<file path="src/rtl/core/rau_pkg.sv">
// Package: shared types, constants and operation codes for the rational arithmetic unit.
package rau_pkg;

  localparam int VALUE_WIDTH_DEF = 32;
  localparam int FW = 32;

  localparam logic [2:0] MODE_ADD = 3'd0;
  localparam logic [2:0] MODE_SUB = 3'd1;
  localparam logic [2:0] MODE_MUL = 3'd2;
  localparam logic [2:0] MODE_DIV = 3'd3;
  localparam logic [2:0] MODE_CMP = 3'd4;

  localparam logic [1:0] ST_OK   = 2'd0;
  localparam logic [1:0] ST_ZERO = 2'd1;
  localparam logic [1:0] ST_OVF  = 2'd2;

  typedef struct packed {
    logic [2:0]         mode;
    logic signed [31:0] a_num;
    logic signed [31:0] a_den;
    logic signed [31:0] b_num;
    logic signed [31:0] b_den;
  } in_t;

  typedef struct packed {
    logic signed [31:0] res_num;
    logic [30:0]        res_den;
    logic               less;
    logic               equal;
    logic               greater;
    logic [1:0]         status;
  } out_t;

  // Command to the shared divider and its answer.
  typedef struct packed {
    logic        start;
    logic [63:0] dividend;
    logic [63:0] divisor;
  } div_req_t;

  typedef struct packed {
    logic        done;
    logic [63:0] quot;
    logic [63:0] rem;
  } div_rsp_t;

endpackage

</file>
<file path="src/rtl/core/rational_arith_unit.sv">
// Top level: sequencer for rational add, subtract, multiply, divide and compare.
// Errors finish after the operand check and compare after the cross products;
// arithmetic runs three cross products, Euclid's gcd with one division per remainder
// step, then two divisions by the gcd.
// One request at a time: busy falls as out_valid rises, results cannot be stalled.
// Synchronous active-low reset returns to idle with no result pending.
module rational_arith_unit #(
  parameter int VALUE_WIDTH = rau_pkg::VALUE_WIDTH_DEF
) (
  input  logic          clk,
  input  logic          rst_n,
  input  logic          start,
  output logic          busy,
  input  rau_pkg::in_t  in_data,
  output logic          out_valid,
  output rau_pkg::out_t out_data
);
  import rau_pkg::*;

  localparam logic [63:0] LIM = 64'd1 << (VALUE_WIDTH - 1);

  typedef enum logic [12:0] {
    S_IDLE = 13'b0000000000001,
    S_M0   = 13'b0000000000010,
    S_M1   = 13'b0000000000100,
    S_M2   = 13'b0000000001000,
    S_M3   = 13'b0000000010000,
    S_FORM = 13'b0000000100000,
    S_GCD  = 13'b0000001000000,
    S_GW   = 13'b0000010000000,
    S_DN   = 13'b0000100000000,
    S_DNW  = 13'b0001000000000,
    S_DD   = 13'b0010000000000,
    S_DDW  = 13'b0100000000000,
    S_OUT  = 13'b1000000000000
  } state_t;

  state_t      st_r;
  logic [2:0]  mode_r;
  logic        an_neg_r, bn_neg_r, ad_neg_r, bd_neg_r;
  logic [31:0] an_r, ad_r, bn_r, bd_r;
  logic [63:0] p0_r, p1_r, p2_r;
  logic        num_neg_r;
  logic [63:0] num_r, den_r, ga_r, gb_r, nq_r;
  logic [31:0] ma, mb;
  logic [63:0] prod;
  div_req_t    dreq;
  div_rsp_t    drsp;
  out_t        res_r, res_nxt;
  logic        out_valid_r;
  logic        an_s, bn_s, x_neg, y_neg, rhs_neg;
  logic        bad_c, cmp_lt, cmp_eq, ovf_c;
  logic [63:0] nn_c;
  logic        nneg_c;

  // Sign-extend the low VALUE_WIDTH bits, return sign and magnitude.
  function automatic logic [32:0] to_sm(input logic [31:0] v);
    logic [31:0] x;
    logic        s;
    x = 32'(signed'(v[VALUE_WIDTH-1:0]));
    s = x[31];
    return {s, s ? (32'd0 - x) : x};
  endfunction

  rau_mul u_mul (.clk(clk), .op_a(ma), .op_b(mb), .prod_r(prod));
  rau_div u_div (.clk(clk), .rst_n(rst_n), .req(dreq), .rsp(drsp));

  assign an_s  = an_neg_r ^ ad_neg_r;
  assign bn_s  = bn_neg_r ^ bd_neg_r;
  assign x_neg = an_s && (p0_r != 64'd0);
  assign y_neg = bn_s && (p1_r != 64'd0);

  assign busy      = (st_r != S_IDLE);
  assign out_valid = out_valid_r;
  assign out_data  = res_r;

  // Select multiplier operands per step.
  always_comb begin
    ma = an_r;
    mb = bd_r;
    unique case (st_r)
      S_M0: if (mode_r == MODE_MUL) mb = bn_r;
      S_M1: begin
        ma = bn_r;
        mb = ad_r;
      end
      S_M2: begin
        ma = ad_r;
        if (mode_r == MODE_DIV) mb = bn_r;
      end
      default: ;
    endcase
  end

  // Flag zero denominators, zero divisor and unknown modes.
  assign bad_c = (ad_r == 32'd0) || (bd_r == 32'd0) || (mode_r > MODE_CMP) ||
                 ((mode_r == MODE_DIV) && (bn_r == 32'd0));

  // Order the two cross products as signed values.
  always_comb begin
    cmp_eq = (x_neg == y_neg) && (p0_r == p1_r);
    if (x_neg != y_neg) cmp_lt = x_neg;
    else if (x_neg)     cmp_lt = (p0_r > p1_r);
    else                cmp_lt = (p0_r < p1_r);
  end

  // Build the exact numerator magnitude and sign.
  always_comb begin
    rhs_neg = (bn_s ^ (mode_r == MODE_SUB)) && (p1_r != 64'd0);
    nn_c    = p0_r;
    nneg_c  = an_s ^ bn_s;
    if (mode_r == MODE_ADD || mode_r == MODE_SUB) begin
      if (x_neg == rhs_neg) begin
        nn_c   = p0_r + p1_r;
        nneg_c = x_neg;
      end else if (p0_r >= p1_r) begin
        nn_c   = p0_r - p1_r;
        nneg_c = x_neg;
      end else begin
        nn_c   = p1_r - p0_r;
        nneg_c = rhs_neg;
      end
    end
  end

  // Check the reduced fraction against the value range.
  assign ovf_c = (drsp.quot > LIM - 64'd1) ||
                 (num_neg_r ? (nq_r > LIM) : (nq_r > LIM - 64'd1));

  // Drive the shared divider: gcd steps, then the two reductions.
  always_comb begin
    dreq.start    = 1'b0;
    dreq.dividend = ga_r;
    dreq.divisor  = gb_r;
    unique case (st_r)
      S_GCD: dreq.start = (gb_r != 64'd0);
      S_DN: begin
        dreq.start    = 1'b1;
        dreq.dividend = num_r;
        dreq.divisor  = ga_r;
      end
      S_DD: begin
        dreq.start    = 1'b1;
        dreq.dividend = den_r;
        dreq.divisor  = ga_r;
      end
      default: ;
    endcase
  end

  // Assemble the result fields.
  always_comb begin
    res_nxt = res_r;
    unique case (st_r)
      S_M0: begin
        res_nxt = '0;
        if (bad_c) res_nxt.status = ST_ZERO;
      end
      S_FORM: if (mode_r == MODE_CMP) begin
        res_nxt.less    = cmp_lt;
        res_nxt.equal   = cmp_eq;
        res_nxt.greater = !cmp_lt && !cmp_eq;
      end
      S_DDW: if (drsp.done) begin
        if (ovf_c) begin
          res_nxt.status = ST_OVF;
        end else begin
          res_nxt.res_num = num_neg_r ? (32'd0 - nq_r[31:0]) : nq_r[31:0];
          res_nxt.res_den = drsp.quot[30:0];
        end
      end
      default: ;
    endcase
  end

  // Advance the sequencer.
  always_ff @(posedge clk) begin
    if (!rst_n) begin
      st_r        <= S_IDLE;
      out_valid_r <= 1'b0;
    end else begin
      out_valid_r <= (st_r == S_OUT);
      unique case (st_r)
        S_IDLE: if (start) begin
          {an_neg_r, an_r} <= to_sm(in_data.a_num);
          {ad_neg_r, ad_r} <= to_sm(in_data.a_den);
          {bn_neg_r, bn_r} <= to_sm(in_data.b_num);
          {bd_neg_r, bd_r} <= to_sm(in_data.b_den);
          mode_r <= in_data.mode;
          st_r   <= S_M0;
        end
        S_M0: st_r <= bad_c ? S_OUT : S_M1;
        S_M1: begin
          p0_r <= prod;
          st_r <= S_M2;
        end
        S_M2: begin
          p1_r <= prod;
          st_r <= S_M3;
        end
        S_M3: begin
          p2_r <= prod;
          st_r <= S_FORM;
        end
        S_FORM: begin
          if (mode_r == MODE_CMP) begin
            st_r <= S_OUT;
          end else begin
            num_r     <= nn_c;
            num_neg_r <= nneg_c && (nn_c != 64'd0);
            den_r     <= p2_r;
            ga_r      <= nn_c;
            gb_r      <= p2_r;
            st_r      <= S_GCD;
          end
        end
        S_GCD: st_r <= (gb_r != 64'd0) ? S_GW : S_DN;
        S_GW: if (drsp.done) begin
          ga_r <= gb_r;
          gb_r <= drsp.rem;
          st_r <= S_GCD;
        end
        S_DN:  st_r <= S_DNW;
        S_DNW: if (drsp.done) begin
          nq_r <= drsp.quot;
          st_r <= S_DD;
        end
        S_DD:  st_r <= S_DDW;
        S_DDW: if (drsp.done) st_r <= S_OUT;
        S_OUT: st_r <= S_IDLE;
        default: st_r <= S_IDLE;
      endcase
    end
    res_r <= res_nxt;
  end
endmodule

</file>
<file path="src/rtl/core/rau_mul.sv">
// Registered 32x32 unsigned multiplier shared by all cross products.
module rau_mul (
  input  logic        clk,
  input  logic [31:0] op_a,
  input  logic [31:0] op_b,
  output logic [63:0] prod_r
);
  // Register each product.
  always_ff @(posedge clk) begin
    prod_r <= {32'd0, op_a} * {32'd0, op_b};
  end
endmodule

</file>
<file path="src/rtl/core/rau_div.sv">
// Radix-2 restoring 64-bit divider, one quotient bit per cycle.
module rau_div (
  input  logic              clk,
  input  logic              rst_n,
  input  rau_pkg::div_req_t req,
  output rau_pkg::div_rsp_t rsp
);
  import rau_pkg::*;

  logic [63:0] quot_r, quot_nxt;
  logic [63:0] rem_r, rem_nxt;
  logic [63:0] dvs_r, dvs_nxt;
  logic [6:0]  cnt_r, cnt_nxt;
  logic        busy_r, busy_nxt;
  logic        done_r, done_nxt;
  logic [64:0] trial;

  assign trial = {rem_r, quot_r[63]} - {1'b0, dvs_r};

  // Load a new request, or shift in one dividend bit and try to subtract.
  always_comb begin
    quot_nxt = quot_r;
    rem_nxt  = rem_r;
    dvs_nxt  = dvs_r;
    cnt_nxt  = cnt_r;
    busy_nxt = busy_r;
    done_nxt = 1'b0;
    if (req.start) begin
      quot_nxt = req.dividend;
      rem_nxt  = 64'd0;
      dvs_nxt  = req.divisor;
      cnt_nxt  = 7'd0;
      busy_nxt = 1'b1;
    end else if (busy_r) begin
      if (trial[64]) begin
        rem_nxt  = {rem_r[62:0], quot_r[63]};
        quot_nxt = {quot_r[62:0], 1'b0};
      end else begin
        rem_nxt  = trial[63:0];
        quot_nxt = {quot_r[62:0], 1'b1};
      end
      cnt_nxt = cnt_r + 7'd1;
      if (cnt_r == 7'd63) begin
        busy_nxt = 1'b0;
        done_nxt = 1'b1;
      end
    end
  end

  always_ff @(posedge clk) begin
    if (!rst_n) begin
      busy_r <= 1'b0;
      done_r <= 1'b0;
      cnt_r  <= 7'd0;
    end else begin
      busy_r <= busy_nxt;
      done_r <= done_nxt;
      cnt_r  <= cnt_nxt;
    end
    quot_r <= quot_nxt;
    rem_r  <= rem_nxt;
    dvs_r  <= dvs_nxt;
  end

  assign rsp.done = done_r;
  assign rsp.quot = quot_r;
  assign rsp.rem  = rem_r;
endmodule

</file>
<file path="config.mk">
export PLATFORM = sky130hd
export DESIGN_NAME = rational_arith_unit
export DESIGN_NICKNAME = d
export VERILOG_FILES = /design/src/rtl/core/rau_pkg.sv /design/src/rtl/core/rational_arith_unit.sv /design/src/rtl/core/rau_mul.sv /design/src/rtl/core/rau_div.sv
export SDC_FILE = /design/constraint.sdc
export NUM_CORES = 2
export LEC_CHECK = 0
export ABC_AREA = 0
export BUFFER_PORTS_ARGS = -buffer_cell sky130_fd_sc_hd__buf_4
export CAP_MARGIN = 20
export CORE_MARGIN = 5
export CORE_UTILIZATION = 40
export DETAILED_ROUTE_END_ITERATION = 6
export SYNTH_ARGS = -nofsm -noshare
export SYNTH_HDL_FRONTEND = slang
export SYNTH_HIERARCHICAL = 1
export SYNTH_SLANG_ARGS = --single-unit
</file>
<file path="constraint.sdc">
create_clock -name clk -period 12.45 [get_ports clk]
set_input_delay 1.8675 -clock clk [delete_from_list [all_inputs] [get_ports clk]]
set_output_delay 1.8675 -clock clk [all_outputs]
set_load 0.1 [all_outputs]
</file>
==> out/qor.csv <==
metric;value;unit
outcome;completed;
cts_setup_buffers;0;
cts_buffer_depth;3;
grt_pass1_vias;73300;
crit_slowest_cell;o21ai_0;
max_slew.worst_pin.slew;1.21;ns
max_stage_delay;0.84;ns
grt-ovfl-total;0;
path_buf_inv;8;
port_buffers;203;
path_delay_family;adder cells;
rr_worst_depth;36;
via_per_inst;5.74;
period_share;92.4;%
wl_met2;153000;um
wl_per_cell;26.6;um
num_vias;72100;
die_w;486;um
dieArea;0.236;sq mm
synth_most_common_cell;nand2_1;
place_hpwl;267000;um
holdCritPathClass;reg2reg;
max_cap_violations;0;
rsz0062_at_grt;no;
ys_ff_latch;995;
synth_area;0.0907;sq mm
max_freq;87.0;MHz
arrival;12.15;ns
yosys.area.top_type;edfxtp_1;
drc;0;
timing.final.crit_period;11.50;ns
path_class;reg2reg;
gp_congestion;1.01;
synth_edf_count;844;
synth_ff_type;edfxtp_1;
clk_pin_slew;0.06;ns
cts_sinks;995;
antenna_found_initial;16;
hold_path_end;p0_r[41];
synth_area_leaders;edfxtp_1 (28%), fa_1 (20%), ha_1 (7.2%);
firstDrtPassIters;6;
r2r-end;u_mul/prod_r[60];
area_delta_synth_final;9.30;%
critPathCaptureType;flop;
ys_types;119;
met1_length;138000;um
seq_area_frac_synth;31.3;%
hold_viol;0;
fin_worst_skew;0.104;ns
cp_common_cell;fa_1;
worstPathRequired;13.10;ns
final_max_slew_viol_count;0;
drt_wl_total;334000;um
r2r_slack;0.95;ns
die_h;486;um
ctsResizeCount;0;
r2r_start;st_r[5];
rows;174;
largest_reg_flops;68;
crit_path_max_fanout;32;
final_layout_size_suffix_gt1_share;8.50;%
grt_max_degree;93;
yosysWarnings;6;
min_from;u_mul/prod_r[41];
antenna_left;0;
layout.nets;11000;
start_kind;flop;
htree_levels;3;
yosysTopAreaCellShare;28.0;%
io-pin-count;204;
hold_depth;0;
syn_nets;11000;
syn_avg_cell_area;9.56;sq um
cts_buffers;104;
fp.coreArea;0.225;sq mm
start_util;40.3;%
dr_wl_met3;23400;um
synth_cells;9478;
drtIter0Drc;6680;
grt_pass1_wl;491000;um
clk_latency;0.82;ns
setup_viol;0;
tritoncts;built;
finalSetupTns;0;ns
ys_top_cells_by_count;nand2_1 (1404), inv_1 (1228), fa_1 (900);
ctsHoldBuffers;0;
relSlewSlack;18.6;%
async_flop_share;0;%
top_layer;met5;
clockRootBuffer;clkbuf_16;
grt_use_total;27.7;%
## kinds of logic (layout without fill, tap and decap cells)
group           count (synthesis)  in the layout  synth area share, %
compound gates               1649           1649                 11.9
xor+xnor                      348            348                 3.38
fa+ha+maj                    1423           1423                 27.1
buf+inv                      1724           1790                 7.31
flops                         995            995                 31.3
mux                           194            194                 2.35
other cells                     0             11                    0
simple gates                 3145           3145                 16.7
## cells in the final DEF, fill, tap and decap left out, types with 24 or more instances in the layout
master and n:
mux2i_1 43, nor2b_1 31, dfxtp_1 150, a31oi_1 63, nor3_1 84, nand3_1 89
a311oi_1 50, xnor2_1 253, a21oi_1 464, o41ai_1 25, a21o_1 104, a22oi_1 140
edfxtp_1 844, o31ai_1 72, o21ai_0 315, nand2b_1 36, or4_1 36, or3_1 45
and2_1 605, and4_1 24, fa_1 900, o211ai_1 38, o21ai_1 27, inv_1 1227
o21bai_1 77, buf_4 358, mux2_2 150, nor2_1 438, and3_1 24, xor2_1 91
clkbuf_16 105, nand2_1 1383, ha_1 523, nor4_1 131, a211oi_1 38, nand4_1 109
## layer usage
metal  GRT usage [%]  vias up
met5               0        -
met1            36.7    36400
met3            4.38      658
met4            13.6        2
met2            44.6     3118
li1                -    31900
## through the flow
step	area [sq um]	utilization [%]	std cells	hold WS [ns]	worst slack, ns
floorplan	90700	-	9478	0.420	3.16
global placement	95300	42.3	12300	0.431	1.40
global route	99100	44.0	12500	0.428	0.635
detailed placement	95400	42.4	12300	0.440	1.19
CTS	99000	44.0	12500	0.427	1.10
finish	99100	44.0	12500	0.444	0.951
## final cells by class
cell class                      count  area (sq um)
Fill cell                       21700        126000
Multi-Input combinational cell   6759         55900
Sequential cell                   995         28400
Inverter                         1232          4620
Tap cell                         2992          3740
Timing Repair Buffer              363          2740
Clock buffer                      120          2720
Clock inverter                     75           952
Antenna cell                       11          27.5
## how the worst max path moves through the flow
stage / slack, ns / to / from / cells past startpoint
after floorplan: 3.16 / u_mul/prod_r[44] / st_r[7] / 33
after global placement: 1.40 / u_mul/prod_r[60] / st_r[5] / 36
after detailed placement: 1.19 / u_mul/prod_r[60] / st_r[5] / 36
after CTS: 1.10 / u_mul/prod_r[60] / st_r[5] / 36
after global routing: 0.64 / u_mul/prod_r[60] / st_r[5] / 36
final: 0.95 / u_mul/prod_r[60] / st_r[5] / 36
Power is not shown: default switching activity piles up to over one toggle a cycle in this logic, so the estimate is an artifact.
